[src/hw/rtl/assert_macros.svh]
// Assertion macros shared by the text glyph block.
// Needs a clock named clk and a synchronous reset named rst in the using scope.
`ifndef ASSERT_MACROS_SVH
`define ASSERT_MACROS_SVH

// Property checked on every rising edge outside reset.
`define TGO_ASSERT(lbl, prop, msg) \
  lbl: assert property (@(posedge clk) disable iff (rst) prop) else $error(msg);

// Property checked on every rising edge, reset included.
`define TGO_ASSERT_ALWAYS(lbl, prop, msg) \
  lbl: assert property (@(posedge clk) prop) else $error(msg);

`endif

[src/hw/rtl/tgo_pkg.sv]
// Types, constants and the 5x7 font for the text glyph to display byte block.
// No dependencies; the block's modules and the testbench import it.
package tgo_pkg;

  // Glyph geometry.
  localparam int GLYPH_COLUMNS = 5;
  localparam int CHAR_PITCH    = 6;

  // Printable character range.
  localparam logic [7:0] CODE_FIRST = 8'h20;
  localparam logic [7:0] CODE_LAST  = 8'h7E;

  // Display controller command bytes.
  localparam logic [7:0] CMD_PAGE_MODE = 8'h22;
  localparam logic [7:0] CMD_PAGE_BASE = 8'hB0;
  localparam logic [7:0] CMD_FIXED     = 8'h04;
  localparam logic [7:0] CMD_COL_HIGH  = 8'h10;

  // Steps of one character run.
  localparam logic [3:0] STEP_PAGE_MODE = 4'd0;
  localparam logic [3:0] STEP_PAGE      = 4'd1;
  localparam logic [3:0] STEP_FIXED     = 4'd2;
  localparam logic [3:0] STEP_COL_LOW   = 4'd3;
  localparam logic [3:0] STEP_COL_HIGH  = 4'd4;
  localparam logic [3:0] STEP_GLYPH0    = 4'd5;
  localparam logic [3:0] STEP_GLYPH1    = 4'd6;
  localparam logic [3:0] STEP_GLYPH2    = 4'd7;
  localparam logic [3:0] STEP_GLYPH3    = 4'd8;
  localparam logic [3:0] STEP_GLYPH4    = 4'd9;

  // Configuration register indexes.
  typedef enum logic [2:0] {
    REG_START_PAGE   = 3'd0,
    REG_START_COLUMN = 3'd1,
    REG_COLUMN_BASE  = 3'd2,
    REG_LINE_WIDTH   = 3'd3,
    REG_LAST_PAGE    = 3'd4
  } reg_index_t;

  // Configuration register reset values.
  localparam logic [2:0] RST_START_PAGE   = 3'd0;
  localparam logic [6:0] RST_START_COLUMN = 7'd0;
  localparam logic [7:0] RST_COLUMN_BASE  = 8'd28;
  localparam logic [7:0] RST_LINE_WIDTH   = 8'd72;
  localparam logic [2:0] RST_LAST_PAGE    = 3'd4;

  // Configuration register set as seen by the front end.
  typedef struct packed {
    logic [2:0] start_page;
    logic [6:0] start_column;
    logic [7:0] column_base;
    logic [7:0] line_width;
    logic [2:0] last_page;
  } cfg_t;

  // One character run queued between front and back end.
  typedef struct packed {
    logic [3:0] page;
    logic [7:0] addr;
    logic [6:0] glyph_idx;
  } job_t;

  // Font ROM: column 0 in the top byte, column 4 in the bottom byte.
  function automatic logic [39:0] font_glyph(input logic [6:0] idx);
    logic [39:0] g;
    case (idx)
      7'd0:  g = 40'h0000000000;
      7'd1:  g = 40'h00004f0000;
      7'd2:  g = 40'h0007000700;
      7'd3:  g = 40'h147f147f14;
      7'd4:  g = 40'h242a7f2a12;
      7'd5:  g = 40'h2313086462;
      7'd6:  g = 40'h3649552250;
      7'd7:  g = 40'h0005030000;
      7'd8:  g = 40'h001c224100;
      7'd9:  g = 40'h0041221c00;
      7'd10: g = 40'h14083e0814;
      7'd11: g = 40'h08083e0808;
      7'd12: g = 40'h0050300000;
      7'd13: g = 40'h0808080808;
      7'd14: g = 40'h0060600000;
      7'd15: g = 40'h2010080402;
      7'd16: g = 40'h3e5149453e;
      7'd17: g = 40'h00427f4000;
      7'd18: g = 40'h4261514946;
      7'd19: g = 40'h2141454b31;
      7'd20: g = 40'h1814127f10;
      7'd21: g = 40'h2745454539;
      7'd22: g = 40'h3c4a494930;
      7'd23: g = 40'h0171090503;
      7'd24: g = 40'h3649494936;
      7'd25: g = 40'h064949291e;
      7'd26: g = 40'h0036360000;
      7'd27: g = 40'h0056360000;
      7'd28: g = 40'h0814224100;
      7'd29: g = 40'h1414141414;
      7'd30: g = 40'h0041221408;
      7'd31: g = 40'h0201510906;
      7'd32: g = 40'h324979413e;
      7'd33: g = 40'h7e1111117e;
      7'd34: g = 40'h7f49494936;
      7'd35: g = 40'h3e41414122;
      7'd36: g = 40'h7f4141221c;
      7'd37: g = 40'h7f49494941;
      7'd38: g = 40'h7f09090901;
      7'd39: g = 40'h3e4149497a;
      7'd40: g = 40'h7f0808087f;
      7'd41: g = 40'h00417f4100;
      7'd42: g = 40'h2040413f01;
      7'd43: g = 40'h7f08142241;
      7'd44: g = 40'h7f40404040;
      7'd45: g = 40'h7f020c027f;
      7'd46: g = 40'h7f0408107f;
      7'd47: g = 40'h3e4141413e;
      7'd48: g = 40'h7f09090906;
      7'd49: g = 40'h3e4151215e;
      7'd50: g = 40'h7f09192946;
      7'd51: g = 40'h4649494931;
      7'd52: g = 40'h01017f0101;
      7'd53: g = 40'h3f4040403f;
      7'd54: g = 40'h1f2040201f;
      7'd55: g = 40'h3f4038403f;
      7'd56: g = 40'h6314081463;
      7'd57: g = 40'h0708700807;
      7'd58: g = 40'h6151494543;
      7'd59: g = 40'h007f414100;
      7'd60: g = 40'h0204081020;
      7'd61: g = 40'h0041417f00;
      7'd62: g = 40'h0402010204;
      7'd63: g = 40'h4040404040;
      7'd64: g = 40'h0001020400;
      7'd65: g = 40'h2054545478;
      7'd66: g = 40'h7f48444438;
      7'd67: g = 40'h3844444420;
      7'd68: g = 40'h384444487f;
      7'd69: g = 40'h3854545418;
      7'd70: g = 40'h087e090102;
      7'd71: g = 40'h0c5252523e;
      7'd72: g = 40'h7f08040478;
      7'd73: g = 40'h00447d4000;
      7'd74: g = 40'h2040443d00;
      7'd75: g = 40'h7f10284400;
      7'd76: g = 40'h00417f4000;
      7'd77: g = 40'h7c04180478;
      7'd78: g = 40'h7c08040478;
      7'd79: g = 40'h3844444438;
      7'd80: g = 40'h7c14141408;
      7'd81: g = 40'h081414187c;
      7'd82: g = 40'h7c08040408;
      7'd83: g = 40'h4854545420;
      7'd84: g = 40'h043f444020;
      7'd85: g = 40'h3c4040207c;
      7'd86: g = 40'h1c2040201c;
      7'd87: g = 40'h3c4030403c;
      7'd88: g = 40'h4428102844;
      7'd89: g = 40'h0c5050503c;
      7'd90: g = 40'h4464544c44;
      7'd91: g = 40'h0008364100;
      7'd92: g = 40'h00007f0000;
      7'd93: g = 40'h0041360800;
      7'd94: g = 40'h08082a1c08;
      default: g = 40'h0000000000;
    endcase
    return g;
  endfunction

endpackage

[src/hw/rtl/tgo_queue.sv]
// Short register queue of character runs between the front and back end.
// Depends on tgo_pkg for job_t.
module tgo_queue
  import tgo_pkg::*;
#(
  parameter int DEPTH = 2
) (
  input  logic clk,
  input  logic rst,
  input  logic push,
  input  job_t push_job,
  output logic space,
  input  logic pop,
  output job_t pop_job,
  output logic avail
);

  localparam int PW = (DEPTH > 1) ? $clog2(DEPTH) : 1;
  localparam int CW = $clog2(DEPTH + 1);
  localparam logic [PW-1:0] PTR_LAST = PW'(DEPTH - 1);
  localparam logic [CW-1:0] CNT_FULL = CW'(DEPTH);

  job_t          slots [DEPTH];
  logic [PW-1:0] wr_ptr;
  logic [PW-1:0] rd_ptr;
  logic [CW-1:0] count;

  assign space   = (count != CNT_FULL);
  assign avail   = (count != '0);
  assign pop_job = slots[rd_ptr];

  // Pointers and fill count.
  always_ff @(posedge clk) begin
    if (rst) begin
      wr_ptr <= '0;
      rd_ptr <= '0;
      count  <= '0;
    end else begin
      if (push) begin
        wr_ptr <= (wr_ptr == PTR_LAST) ? '0 : wr_ptr + 1'b1;
      end
      if (pop) begin
        rd_ptr <= (rd_ptr == PTR_LAST) ? '0 : rd_ptr + 1'b1;
      end
      if (push && !pop) begin
        count <= count + 1'b1;
      end else if (pop && !push) begin
        count <= count - 1'b1;
      end
    end
  end

  // Slot storage.
  always_ff @(posedge clk) begin
    if (push) begin
      slots[wr_ptr] <= push_job;
    end
  end

endmodule

[config.mk]
export PLATFORM = sky130hd
export DESIGN_NAME = tgo_queue
export DESIGN_NICKNAME = d
export VERILOG_FILES = /design/src/hw/rtl/assert_macros.svh /design/src/hw/rtl/tgo_pkg.sv /design/src/hw/rtl/tgo_queue.sv
export SDC_FILE = /design/constraint.sdc
export NUM_CORES = 1
export LEC_CHECK = 0
export BUFFER_PORTS_ARGS = -buffer_cell sky130_fd_sc_hd__buf_2
export CAP_MARGIN = 20
export CORE_MARGIN = 3
export CORE_UTILIZATION = 50
export CTS_CLUSTER_DIAMETER = 120
export DETAILED_ROUTE_END_ITERATION = 7
export MAX_ROUTING_LAYER = met4
export PLACE_DENSITY = 0.86
export SLEW_MARGIN = 20
export SYNTH_ARGS = -nofsm -noshare
export SYNTH_HDL_FRONTEND = slang
export SYNTH_SLANG_ARGS = --single-unit
[constraint.sdc]
create_clock -name clk -period 2.22 [get_ports clk]
set_input_delay 0.111 -clock clk [delete_from_list [all_inputs] [get_ports clk]]
set_output_delay 0.111 -clock clk [all_outputs]
set_load 0.05 [all_outputs]
# Word-level counts from Yosys, hierarchy flattened
# Memories as Yosys holds them, arrays and structs flattened. A register that Yosys moved wholly into a read port is not among the register bits.
# Index checks and enable logic that the tools add are counted.
[word_totals] reg_bits=4 mem_bits_rw=38 in_bits=23 output_inout_bits=21 word_cells=23 memories=1
[memory_table] memory="slots" words=2 word_bits=19 rd=1 rd_clocked_by_memory_dff=1 write_ports=1 line_no="tgo_queue.sv:23" source="job_t slots [DEPTH];"
[op_classes] add_sub_neg=4 eq_ne=1 mux=8 reduce_logical=6
[op_table] cell="2-to-1 mux 1 bit" count=6
[op_table] cell="2-to-1 mux 2 bit" count=2
[op_table] cell="nonzero test 2 bit" count=2
[op_table] cell="adder 1 bit (second input constant)" count=2
[op_table] cell="adder 2 x 1 -> 2 bit (second input constant)" count=1
[op_table] cell="logical AND 1 bit" count=2
[op_table] cell="zero test 1 bit" count=2
[op_table] cell="!= test 2 bit (second input constant)" count=1
[op_table] cell="subtractor 2 x 1 -> 2 bit (second input constant)" count=1

# Logic depth before layout (Yosys ltp)
[depth] ltp_word=4 mapped_depth=5 mapped_depth_nobuf=5

# Least setup slack after synthesis
# OpenSTA, ideal clock, no wires.
[synth_timing] path_type="register to register" from="register wr_ptr" to="memory slots[0][0] in the netlist's numbering (enable)" setup_ps=397 arrival_time_ps=1196 required_ps=1823 path_slack_ps=627 path_stages_with_launch=2 n_path_buf=0 period_less_slack_ps=1593 cell_sequence="dfxtp_1 -> nor2b_1"
[synth_lines] element="start: declaration" line_no="tgo_queue.sv:24" source="logic [PW-1:0] wr_ptr;"
[synth_lines] element="start signal: assignment" line_no="tgo_queue.sv:40" source="wr_ptr <= (wr_ptr == PTR_LAST) ? '0 : wr_ptr + 1'b1;"
[synth_lines] element="end: declaration" line_no="tgo_queue.sv:23"
# No word-level cell before the write port.

==> results.sh <==
export IMPL_status="completed"
export IMPL_multi_input_area_sq_um=320
export IMPL_post_route_drc_count=0
export IMPL_rows=19
export IMPL_cts_hold_buf=20
export IMPL_critPathKind="reg -> out"
export IMPL_synth_top_cell_area_share=0.723
export IMPL_via_count=927
export IMPL_synth_cell_type_count=17
export IMPL_num_antenna_cells=0
export IMPL_fp_dieH_microns=62.2
export IMPL_finalCriticalPeriod_ns=1.86
export IMPL_hold_path_class="in -> reg"
export IMPL_drt_iter0_markers=26
export IMPL_synth_area_leaders="edfxtp_1, mux2_1, dfxtp_1, xnor2_1, xor2_1"
export IMPL_relSlewSlack=0.716
export IMPL_post_dp_hpwl_microns=1880
export IMPL_final_cell_mix="buf_2, edfxtp_1, dlygate4sd3_1"
export IMPL_syn_num_nets=105
export IMPL_antenna_found_initial=0
export IMPL_drive_gt1_frac=0.340
export IMPL_place_gp_congestion=0.631
export IMPL_wirelength_microns=2810
export IMPL_crit_path_max_fanout=10
export IMPL_cap_viol_max_count=0
export IMPL_layout_nets=176
export IMPL_slew_viol_final=0
export IMPL_avgSynthCellArea_sq_um=19.5
export IMPL_p_leak_nw=0.820
export IMPL_rsz0062_at_grt="no"
export IMPL_die_x_microns=62.2
export IMPL_postCtsSetupBuffers=0
export IMPL_htree_num_levels=2
export IMPL_fillCellCount=184
export IMPL_peakVddDrop_uv=504
export IMPL_critPathCaptureType="primary output"
export IMPL_arrival_ns=1.75
export IMPL_grt_overflow=0
export IMPL_cts_resized=0
export IMPL_grt_pass1_vias=1016
export IMPL_power_density_nw_per_um2=785
export IMPL_ant_nets=0
export IMPL_tns_ns=0
export IMPL_setup_viol=0
export IMPL_finalHoldViolCount=0
export IMPL_firstDrtPassIters=4
export IMPL_gr_usage_met1=0.156
export IMPL_layout_commonest_cell="buf_2"
export IMPL_regArea_sq_um=1240
export IMPL_syn_inst=81
export IMPL_ys_seq_elements=43
export IMPL_pre_cts_ws_ns=0.671
export IMPL_routed_via_density=4.75
export IMPL_root_buffer="clkbuf_4"
export IMPL_synth_largest_area_cell="edfxtp_1"
export IMPL_max_freq_ghz=0.537
export IMPL_grt_util_met2=0.297
export IMPL_critPathRequiredTime_ns=2.11
export IMPL_grt_busiest_layer="met2"
export IMPL_grt_pass1_wl_microns=4630
export IMPL_clkTransAtPathRegs_ns=0.11
export IMPL_clk_latency_ns=0.33
export IMPL_skew_ns=0.00318
export IMPL_synthesis_area_sq_um=1580
export IMPL_die_area_sq_um=3870
export IMPL_grt_util_met3=0.0432
export IMPL_initial_core_util=0.549
export IMPL_yosysSeqAreaShare=0.786
export IMPL_portBuffers=43
export IMPL_area_growth_syn_to_layout_pct=33.3
export IMPL_clock_sinks=43
export IMPL_cp_start_kind="register"
export IMPL_cts_made_buffers=5
export IMPL_cts_buffer_depth=2
export IMPL_grt_start_max_net_pins=13
export IMPL_ios=44
export IMPL_period_share=0.839
export IMPL_layout_setup_ws_ns=0.357
export IMPL_grt_use_total=0.162
export IMPL_wl_per_cell_microns=14.4
export IMPL_cts_tree="built"
export IMPL_worst_pin_slew_ns=0.425
export IMPL_coreArea_sq_um=2880
export IMPL_ys_warnings_count=0
-- cells in the mapped netlist --
| library cell | count |
|---|---|
| edfxtp_1 | 38 |
| mux2_1 | 19 |
| dfxtp_1 | 5 |
| nor2_1 | 4 |
| xnor2_1 | 2 |
| xor2_1 | 2 |
| a21oi_1 | 1 |
| and2_1 | 1 |
| buf_2 | 1 |
| buf_6 | 1 |
| ha_1 | 1 |
| inv_1 | 1 |
| nand2b_1 | 1 |
| nor2b_1 | 1 |
| o21ai_0 | 1 |
| or2_1 | 1 |
| or3_1 | 1 |
-- stage by stage --
| stage | instance area [sq um] | util | std cells | total power [mW] | hold WS, ns |
|---|---|---|---|---|---|
| floorplan | 1580 | - | 81 | 1.22 | 0.180 |
| global placement | 1860 | 0.645 | 167 | 1.30 | 0.299 |
| detailed placement | 1860 | 0.645 | 167 | 1.31 | 0.303 |
| CTS | 2100 | 0.732 | 195 | 1.67 | 0.0680 |
| global route | 2100 | 0.732 | 195 | 1.72 | 0.0862 |
| finish | 2100 | 0.732 | 195 | 1.65 | 0.0682 |
-- logic make-up (layout without fill, tap and decap cells) --
logic type,Yosys count,count (layout),share of synthesized area
flops,43,43,0.786
mux,19,19,0.136
simple gates,9,9,0.0293
xor+xnor,4,4,0.0222
buf+inv,3,75,0.0127
compound gates,2,2,0.00633
fa+ha+maj,1,1,0.00792
-- metal layers --
layer / vias to the layer above / share of wire
met1: 437 / 0.36
met4: 0 / 0.024
met3: 10 / 0.056
met5: - / 0
met2: 33 / 0.56
li1: 447 / -
-- state kept, by name (all words and copies together), names as in the netlist, named ones only --
| register | cells |
|---|---|
| count | 2 |
| rd_ptr | 1 |
| wr_ptr | 1 |
| slots | 38 |
-- report_power, final --
part           internal (mW)  switching [mW]
logic                  0.115           0.244
clock network          0.117           0.214
registers              0.938          0.0233
-- path summary, 6_finish.rpt --
check | start | end | slack (ns) | cells after the start
worst max-delay path | register | pop_job[3] | 0.36 | 3
worst min-delay path | pop | rd_ptr | 0.07 | 3
worst max register to register | wr_ptr | slots[1][2] | 0.89 | 2
worst min register to register | count[1] | count[1] | 0.52 | 2
-- worst max-delay path: stages (launching register included) --
cell and delay (ns):
dfxtp_1 0.59, buf_4 0.27, mux2_1 0.35, buf_2 0.22
-- final cells by class --
type,instances,share of cell area
flip-flops and latches,43,0.590
repair buffers,66,0.208
multi-input cells,35,0.152
well taps,42,0.0250
clock buffers,6,0.0196
clock inverters,2,0.00357
inverters,1,0.00178
Note: power is estimated with default switching activity, not from simulation.
