===== config.mk =====
export PLATFORM = sky130hd
export DESIGN_NAME = tgo_front_flat
export DESIGN_NICKNAME = d
export VERILOG_FILES = /design/src/hw/rtl/assert_macros.svh /design/src/hw/rtl/tgo_pkg.sv /design/src/hw/rtl/tgo_in_if.sv /design/src/hw/rtl/tgo_front.sv /design/src/flat_wrapper.sv
export SDC_FILE = /design/constraint.sdc
export NUM_CORES = 1
export LEC_CHECK = 0
export BUFFER_PORTS_ARGS = -buffer_cell sky130_fd_sc_hd__buf_2
export CAP_MARGIN = 30
export CORE_MARGIN = 10
export CORE_UTILIZATION = 40
export DETAILED_ROUTE_END_ITERATION = 7
export PLACE_DENSITY = 0.77
export SYNTH_ARGS = -nofsm -noshare
export SYNTH_HDL_FRONTEND = slang
export SYNTH_SLANG_ARGS = --single-unit

===== constraint.sdc =====
create_clock -name clk -period 8.1 [get_ports clk]
set_input_delay 1.215 -clock clk [delete_from_list [all_inputs] [get_ports clk]]
set_output_delay 1.215 -clock clk [all_outputs]
set_load 0.1 [all_outputs]

===== src/hw/rtl/assert_macros.svh =====
// Assertion macros shared by the text glyph block.
// Needs a clock named clk and a synchronous reset named rst in the using scope.
`ifndef ASSERT_MACROS_SVH
`define ASSERT_MACROS_SVH

// Property checked on every rising edge outside reset.
`define TGO_ASSERT(lbl, prop, msg) \
  lbl: assert property (@(posedge clk) disable iff (rst) prop) else $error(msg);

// Property checked on every rising edge, reset included.
`define TGO_ASSERT_ALWAYS(lbl, prop, msg) \
  lbl: assert property (@(posedge clk) prop) else $error(msg);

`endif


===== src/hw/rtl/tgo_pkg.sv =====
// Types, constants and the 5x7 font for the text glyph to display byte block.
// No dependencies; the block's modules and the testbench import it.
package tgo_pkg;

  // Glyph geometry.
  localparam int GLYPH_COLUMNS = 5;
  localparam int CHAR_PITCH    = 6;

  // Printable character range.
  localparam logic [7:0] CODE_FIRST = 8'h20;
  localparam logic [7:0] CODE_LAST  = 8'h7E;

  // Display controller command bytes.
  localparam logic [7:0] CMD_PAGE_MODE = 8'h22;
  localparam logic [7:0] CMD_PAGE_BASE = 8'hB0;
  localparam logic [7:0] CMD_FIXED     = 8'h04;
  localparam logic [7:0] CMD_COL_HIGH  = 8'h10;

  // Steps of one character run.
  localparam logic [3:0] STEP_PAGE_MODE = 4'd0;
  localparam logic [3:0] STEP_PAGE      = 4'd1;
  localparam logic [3:0] STEP_FIXED     = 4'd2;
  localparam logic [3:0] STEP_COL_LOW   = 4'd3;
  localparam logic [3:0] STEP_COL_HIGH  = 4'd4;
  localparam logic [3:0] STEP_GLYPH0    = 4'd5;
  localparam logic [3:0] STEP_GLYPH1    = 4'd6;
  localparam logic [3:0] STEP_GLYPH2    = 4'd7;
  localparam logic [3:0] STEP_GLYPH3    = 4'd8;
  localparam logic [3:0] STEP_GLYPH4    = 4'd9;

  // Configuration register indexes.
  typedef enum logic [2:0] {
    REG_START_PAGE   = 3'd0,
    REG_START_COLUMN = 3'd1,
    REG_COLUMN_BASE  = 3'd2,
    REG_LINE_WIDTH   = 3'd3,
    REG_LAST_PAGE    = 3'd4
  } reg_index_t;

  // Configuration register reset values.
  localparam logic [2:0] RST_START_PAGE   = 3'd0;
  localparam logic [6:0] RST_START_COLUMN = 7'd0;
  localparam logic [7:0] RST_COLUMN_BASE  = 8'd28;
  localparam logic [7:0] RST_LINE_WIDTH   = 8'd72;
  localparam logic [2:0] RST_LAST_PAGE    = 3'd4;

  // Configuration register set as seen by the front end.
  typedef struct packed {
    logic [2:0] start_page;
    logic [6:0] start_column;
    logic [7:0] column_base;
    logic [7:0] line_width;
    logic [2:0] last_page;
  } cfg_t;

  // One character run queued between front and back end.
  typedef struct packed {
    logic [3:0] page;
    logic [7:0] addr;
    logic [6:0] glyph_idx;
  } job_t;

  // Font ROM: column 0 in the top byte, column 4 in the bottom byte.
  function automatic logic [39:0] font_glyph(input logic [6:0] idx);
    logic [39:0] g;
    case (idx)
      7'd0:  g = 40'h0000000000;
      7'd1:  g = 40'h00004f0000;
      7'd2:  g = 40'h0007000700;
      7'd3:  g = 40'h147f147f14;
      7'd4:  g = 40'h242a7f2a12;
      7'd5:  g = 40'h2313086462;
      7'd6:  g = 40'h3649552250;
      7'd7:  g = 40'h0005030000;
      7'd8:  g = 40'h001c224100;
      7'd9:  g = 40'h0041221c00;
      7'd10: g = 40'h14083e0814;
      7'd11: g = 40'h08083e0808;
      7'd12: g = 40'h0050300000;
      7'd13: g = 40'h0808080808;
      7'd14: g = 40'h0060600000;
      7'd15: g = 40'h2010080402;
      7'd16: g = 40'h3e5149453e;
      7'd17: g = 40'h00427f4000;
      7'd18: g = 40'h4261514946;
      7'd19: g = 40'h2141454b31;
      7'd20: g = 40'h1814127f10;
      7'd21: g = 40'h2745454539;
      7'd22: g = 40'h3c4a494930;
      7'd23: g = 40'h0171090503;
      7'd24: g = 40'h3649494936;
      7'd25: g = 40'h064949291e;
      7'd26: g = 40'h0036360000;
      7'd27: g = 40'h0056360000;
      7'd28: g = 40'h0814224100;
      7'd29: g = 40'h1414141414;
      7'd30: g = 40'h0041221408;
      7'd31: g = 40'h0201510906;
      7'd32: g = 40'h324979413e;
      7'd33: g = 40'h7e1111117e;
      7'd34: g = 40'h7f49494936;
      7'd35: g = 40'h3e41414122;
      7'd36: g = 40'h7f4141221c;
      7'd37: g = 40'h7f49494941;
      7'd38: g = 40'h7f09090901;
      7'd39: g = 40'h3e4149497a;
      7'd40: g = 40'h7f0808087f;
      7'd41: g = 40'h00417f4100;
      7'd42: g = 40'h2040413f01;
      7'd43: g = 40'h7f08142241;
      7'd44: g = 40'h7f40404040;
      7'd45: g = 40'h7f020c027f;
      7'd46: g = 40'h7f0408107f;
      7'd47: g = 40'h3e4141413e;
      7'd48: g = 40'h7f09090906;
      7'd49: g = 40'h3e4151215e;
      7'd50: g = 40'h7f09192946;
      7'd51: g = 40'h4649494931;
      7'd52: g = 40'h01017f0101;
      7'd53: g = 40'h3f4040403f;
      7'd54: g = 40'h1f2040201f;
      7'd55: g = 40'h3f4038403f;
      7'd56: g = 40'h6314081463;
      7'd57: g = 40'h0708700807;
      7'd58: g = 40'h6151494543;
      7'd59: g = 40'h007f414100;
      7'd60: g = 40'h0204081020;
      7'd61: g = 40'h0041417f00;
      7'd62: g = 40'h0402010204;
      7'd63: g = 40'h4040404040;
      7'd64: g = 40'h0001020400;
      7'd65: g = 40'h2054545478;
      7'd66: g = 40'h7f48444438;
      7'd67: g = 40'h3844444420;
      7'd68: g = 40'h384444487f;
      7'd69: g = 40'h3854545418;
      7'd70: g = 40'h087e090102;
      7'd71: g = 40'h0c5252523e;
      7'd72: g = 40'h7f08040478;
      7'd73: g = 40'h00447d4000;
      7'd74: g = 40'h2040443d00;
      7'd75: g = 40'h7f10284400;
      7'd76: g = 40'h00417f4000;
      7'd77: g = 40'h7c04180478;
      7'd78: g = 40'h7c08040478;
      7'd79: g = 40'h3844444438;
      7'd80: g = 40'h7c14141408;
      7'd81: g = 40'h081414187c;
      7'd82: g = 40'h7c08040408;
      7'd83: g = 40'h4854545420;
      7'd84: g = 40'h043f444020;
      7'd85: g = 40'h3c4040207c;
      7'd86: g = 40'h1c2040201c;
      7'd87: g = 40'h3c4030403c;
      7'd88: g = 40'h4428102844;
      7'd89: g = 40'h0c5050503c;
      7'd90: g = 40'h4464544c44;
      7'd91: g = 40'h0008364100;
      7'd92: g = 40'h00007f0000;
      7'd93: g = 40'h0041360800;
      7'd94: g = 40'h08082a1c08;
      default: g = 40'h0000000000;
    endcase
    return g;
  endfunction

endpackage


===== src/hw/rtl/tgo_in_if.sv =====
// Input character channel: valid/ready handshake with character payload.
// No dependencies.
interface tgo_in_if;
  logic       valid;
  logic       ready;
  logic [7:0] char_code;
  logic       text_end;

  modport source (output valid, output char_code, output text_end, input ready);
  modport sink   (input valid, input char_code, input text_end, output ready);
endinterface


===== src/hw/rtl/tgo_front.sv =====
// Front end: accepts characters, keeps the cursor and queues character runs.
// Depends on tgo_pkg and the input channel interface.
module tgo_front
  import tgo_pkg::*;
(
  input  logic       clk,
  input  logic       rst,
  tgo_in_if.sink     in_ch,
  input  cfg_t       cfg,
  input  logic       q_space,
  output logic       q_push,
  output job_t       q_job
);

  logic [7:0] cursor_column;
  logic [3:0] cursor_page;
  logic       stopped;

  logic       accept;
  logic       printable;
  logic       draw;
  logic [7:0] col_adv;
  logic       wrap;
  logic [7:0] cursor_column_next;
  logic [3:0] cursor_page_next;

  assign in_ch.ready = q_space;
  assign accept      = in_ch.valid && in_ch.ready;

  // Classify the character.
  always_comb begin
    printable = in_ch.char_code inside {[CODE_FIRST:CODE_LAST]};
    draw      = !in_ch.text_end && !stopped && printable;
  end

  // Cursor advance and line wrap: column + pitch > width - pitch.
  always_comb begin
    col_adv = cursor_column + 8'(CHAR_PITCH);
    wrap    = ({1'b0, col_adv} + 9'(CHAR_PITCH)) > {1'b0, cfg.line_width};
    cursor_column_next = wrap ? {1'b0, cfg.start_column} : col_adv;
    cursor_page_next   = wrap ? cursor_page + 4'd1 : cursor_page;
  end

  // Job handed to the back end.
  assign q_push          = accept && draw;
  assign q_job.page      = cursor_page;
  assign q_job.addr      = cfg.column_base + cursor_column;
  assign q_job.glyph_idx = 7'(in_ch.char_code - CODE_FIRST);

  // Cursor state.
  always_ff @(posedge clk) begin
    if (rst) begin
      cursor_column <= {1'b0, RST_START_COLUMN};
      cursor_page   <= {1'b0, RST_START_PAGE};
      stopped       <= 1'b0;
    end else if (accept) begin
      if (in_ch.text_end) begin
        cursor_column <= {1'b0, cfg.start_column};
        cursor_page   <= {1'b0, cfg.start_page};
        stopped       <= 1'b0;
      end else if (draw) begin
        cursor_column <= cursor_column_next;
        cursor_page   <= cursor_page_next;
        stopped       <= cursor_page_next > {1'b0, cfg.last_page};
      end
    end
  end

endmodule


===== src/flat_wrapper.sv =====
// flat-port wrapper written by rule: the top's interface ports become plain ports
module tgo_front_flat import tgo_pkg::*;
  (clk, rst, cfg, q_space, q_push, q_job, in_ch_valid, in_ch_char_code, in_ch_text_end, in_ch_ready);
  tgo_in_if in_ch_i ();
  input  logic clk;
  input  logic rst;
  input  cfg_t cfg;
  input  logic q_space;
  output logic q_push;
  output job_t q_job;
  input wire logic [$bits(in_ch_i.valid)-1:0] in_ch_valid;
  input wire logic [$bits(in_ch_i.char_code)-1:0] in_ch_char_code;
  input wire logic [$bits(in_ch_i.text_end)-1:0] in_ch_text_end;
  output wire logic [$bits(in_ch_i.ready)-1:0] in_ch_ready;
  assign in_ch_i.valid = in_ch_valid;
  assign in_ch_i.char_code = in_ch_char_code;
  assign in_ch_i.text_end = in_ch_text_end;
  assign in_ch_ready = in_ch_i.ready;
  tgo_front u_core (.clk(clk), .rst(rst), .in_ch(in_ch_i), .cfg(cfg), .q_space(q_space), .q_push(q_push), .q_job(q_job));
endmodule

After elaboration in Yosys (flattened, before gate mapping) --
Index checks and enable logic that the tools add are counted.
Cells by class: add/subtract/negate cells 5, order comparisons 4, muxes and demuxes 8, reduce and logical (&&, ||, !) cells 9
Operator list (number):
- $mux 8 | 3
- $mux 4 | 3
- $add 8x3->9 const B | 1
- $gt 9x8->1 | 1
- $add 8x3->8 const B | 1
- $add 8x8->8 | 1
- $ge 8x6->1 const B | 1
- $le 8x7->1 const B | 1
- $sub 7x6->7 const B | 1
- $logic_and 1x1->1 | 5
- $add 4x1->4 const B | 1
- $gt 4x3->1 | 1
- $logic_not 1->1 | 2
- $mux 1 | 2
- $reduce_and 2->1 | 1
- $reduce_bool 2->1 | 1
Word-level totals: register bits 13, input port bits 42, output and inout port bits 21, logic and storage cells 29

Depth between registers and ports, before layout --
depth after elaboration 7, mapped depth 21, depth with buffers taken out 19

Worst setup path after synthesis --
OpenSTA, ideal clock, no wires.
kind input -> output, start input port cfg[11] in the netlist's numbering, end output port q_job[13] in the netlist's numbering, data arrival time 3922 ps, data required time 6885 ps, path slack 2963 ps, stages 9, buffers on the path 0, path through ha_1 > inv_1 > fa_1 > nor2b_1 > o21ai_0 > a21boi_0 > o21a_1 > nor2_1 > xnor2_1
RTL lines:
- from (decl) | RTL line flat_wrapper.sv:7 | input cfg_t cfg;
- to (decl) | RTL line flat_wrapper.sv:10 | output job_t q_job;

Final worst setup path --
start register u_core.cursor_column[1], end register u_core.stopped
On the way: longest elaborated chain between the ends 7
Ends and longest elaborated chain:
- from (decl) | RTL line tgo_front.sv:15 | logic [7:0] cursor_column;
- from (signal assigned) | RTL line tgo_front.sv:53 | cursor_column <= {1'b0, RST_START_COLUMN};
- from (signal assigned) | RTL line tgo_front.sv:58 | cursor_column <= {1'b0, cfg.start_column};
- from (signal assigned) | RTL line tgo_front.sv:62 | cursor_column <= cursor_column_next;
- $add 8x3->8 | RTL line tgo_front.sv:38 | col_adv = cursor_column + 8'(CHAR_PITCH);
- $add 8x3->9 | RTL line tgo_front.sv:39 | wrap = ({1'b0, col_adv} + 9'(CHAR_PITCH)) > {1'b0, cfg.line_width};
- $gt 9x8->1 | RTL line tgo_front.sv:39
- $mux 4 | RTL line tgo_front.sv:41 | cursor_page_next = wrap ? cursor_page + 4'd1 : cursor_page;
- $gt 4x3->1 | RTL line tgo_front.sv:64 | stopped <= cursor_page_next > {1'b0, cfg.last_page};
- $mux 1 | RTL line tgo_front.sv:61 | end else if (draw) begin
- $mux 1 | RTL line tgo_front.sv:57 | if (in_ch.text_end) begin
- to (signal assigned) | RTL line tgo_front.sv:64
- to (decl) | RTL line tgo_front.sv:17 | logic stopped;
No other way between the ends. The select of a mux whose other input is x is not followed. A chain may end at the register's enable or synchronous reset.

==> flow_summary.yaml <==
logic_synthesis:
  syn_inst: 224
  ys_seq_area_share_pct: 15.13
  synth_cell_type_count: 54
  synthFlopType: "dfxtp_1"
  synth_area_leaders: "ha_1 (16%), dfxtp_1 (15%), xnor2_1 (6.6%)"
  synth-seq-cells: 13
  synth-edff-count: 0
  synth_top_area_share_pct: 16.00
  synth_commonest_cells: "inv_1 (25), ha_1 (22), nor2_1 (14), dfxtp_1 (13), xnor2_1 (13)"
  ys.warnings.count: 0
  syn-cell-area_um2: 1720
  yosysMostFrequentCell: "inv_1"
  async_flop_share_pct: 0
  avgSynthCellArea_um2: 7.680
  yosysTopAreaCell: "ha_1"
  synth_fp_nets: 289
power:
  leakagePower_nw: 0.9886
  p_per_area_nw_per_um2: 143.2
  ir_drop_mv: 0.08003
  p_total_uw: 294.7
route:
  drc_errors: 0
  ant_nets: 0
  wl_per_cell_um: 14.68
  drt-initial-drc-count: 84
  dr.pass1.iters: 4
  wirelength_um: 4787
  viasPerCell: 5.448
  dr_total_vias: 1776
worst_setup_path:
  startpoint_type: "register"
  crit_type: "reg -> reg"
  endpoint_kind: "register"
  crit_required_ns: 8.22
  worst-path-max-fanout: 11
  worstPathCellList: "inv_1 > ha_1 > xnor2_1 > nand3_1 > nor2_1 > xor2_1 > ha_1 > a22oi_1 > o211ai_1 > o221a_2 > or2_2 > mux2_4 > ha_1 > nor2b_1 > o21a_1 > o21ai_0 > nand3_1 > mux2i_1 > nor3_1"
  cpMaxStageDelayCell: "dfxtp_1"
  crit_top_cell: "ha_1"
  critPathMaxStageDelay_ns: 0.53
  worstPathArrival_ns: 4.78
outcome:
  status: "finished, final reports clean"
final_layout:
  nets: 342
  design_area_um2: 2058
  multi_input_area_um2: 1271
  seq_area_um2: 260.3
  antenna_cells: 0
  final_core_util_pct: 50.37
  nFillCells: 412
  drive_gt1_share_pct: 26.45
  synthToLayoutAreaGrowth_pct: 19.64
grt:
  grt_pass1_wl_um: 8114
  grt_pass1_vias: 1864
  grt_max_degree: 21
  grt-ovfl-total: 0
  grtUsageTotal_pct: 12.87
  antenna_found_initial: 0
run:
  maxCapViolCount: 0
floorplan:
  start_util_pct: 42.10
  die_area_um2: 7324
  ios: 63
  core_area_um2: 4086
  die_w_um: 85.58
  rows: 23
  die_y_um: 85.58
clocking:
  postCtsHoldBufs: 0
  clkTransAtPathRegs_ns: 0.06
  ctsLongestPathBuffers: 2
  post_cts_buffers: 0
  cts_sinks: 13
  cts-root-buf: "clkbuf_8"
  cts_max_level: 1
  cts_resized: 0
  cts_buffers: 3
  clk_latency_ns: 0.25
  cts_tree: "built"
placed_design:
  dp_hpwl_um: 3938
  placed_cell_area_um2: 2013
  place.port_buffers: 62
  gp_congestion: 0.8768
timing:
  timing.fmax_ghz: 0.2145
  finalClockSkew_ns: 0.007783
  tns_ns: 0
  slew_headroom_pct: 57.49
  min_period_ns: 4.662
  rsz0062_at_grt: "false"
  finalCritPeriodShare_pct: 57.56
  drv_slew: 0
  tightest_slew_ns: 0.6353
  setup_viol: 0
  hold_violations: 0
worst_hold_path:
  hold_class: "reg -> reg"
path summary, 6_finish.rpt:
kind,cells after the start,slack (ns),from,endpoint
setup reg to reg,19,3.44,u_core.cursor_column[1],u_core.stopped
setup / recovery,19,3.44,u_core.cursor_column[1],u_core.stopped
hold / removal,2,0.54,u_core.cursor_column[0],u_core.cursor_column[0]
hold reg to reg,2,0.54,u_core.cursor_column[0],u_core.cursor_column[0]
layout make-up:
| cell class | count | area share [%] |
|---|---|---|
| well taps | 50 | 3.040 |
| inverters | 25 | 4.559 |
| flip-flops and latches | 13 | 12.64 |
| clock buffers | 4 | 2.188 |
| multi-input cells | 170 | 61.76 |
| repair buffers | 64 | 15.81 |
cells in the final DEF, fill, tap and decap left out, types with 3 or more instances in the layout:
cell type   n
nand3b_1    7
o21a_1      3
xnor2_1    13
nand3_1     8
ha_1       22
mux2i_1     3
dfxtp_1    13
clkbuf_8    3
inv_1      25
nor2b_1     4
o211ai_1    3
nand2_1    12
nor2_1     14
a21oi_1    10
o21ai_0     9
buf_2      62
nand4_1     5
nand2b_1    3
nor3_1      8
xor2_1      5
routing by layer:
metal | share of wire [%] | global-route usage, % | vias to the layer above
met5 | 0 | 0 | -
met4 | 0.96 | 2.695 | 0
met3 | 11 | 5.487 | 6
met2 | 45 | 21.39 | 78
met1 | 43 | 14.98 | 792
li1 | - | - | 900
report_power, final:
group,leakage (nW),total [mW],switching (mW),internal (mW)
clock network,0.0228,0.0609,0.0261,0.0349
registers,0.106,0.0734,0.00645,0.0669
logic,0.860,0.160,0.115,0.0453
total,0.989,0.295,0.148,0.147
critical path, delay by kind of cell (launching register included):
kind            cells  cell delay (ns)
simple gates        6             1.01
compound gates      5             0.97
fa+ha+maj           3             0.87
flops               1             0.53
xor+xnor            2             0.50
mux                 2             0.48
buf+inv             1             0.16
per-stage QoR:
stage / cells / hold WS [ns] / setup WS [ns]
finish: 326 / 0.5440 / 3.438
global route: 326 / 0.5772 / 2.960
CTS: 326 / 0.5339 / 3.420
detailed placement: 322 / 0.5240 / 3.443
global placement: 322 / 0.5188 / 3.705
floorplan: 224 / 0.4704 / 2.963
kinds of logic (layout without fill, tap and decap cells):
family,count (synthesis),count (layout),synth area share [%]
mux,4,4,2.618
xor+xnor,18,18,9.164
fa+ha+maj,23,23,17.16
flops,13,13,15.13
simple gates,74,74,23.35
compound gates,51,51,21.60
buf+inv,41,93,10.98
sequential cells by signal, indices dropped and copies added (netlist names):
name                  count
u_core.cursor_page        4
u_core.cursor_column      8
u_core.stopped            1
Note: power is estimated with default switching activity, not from simulation.
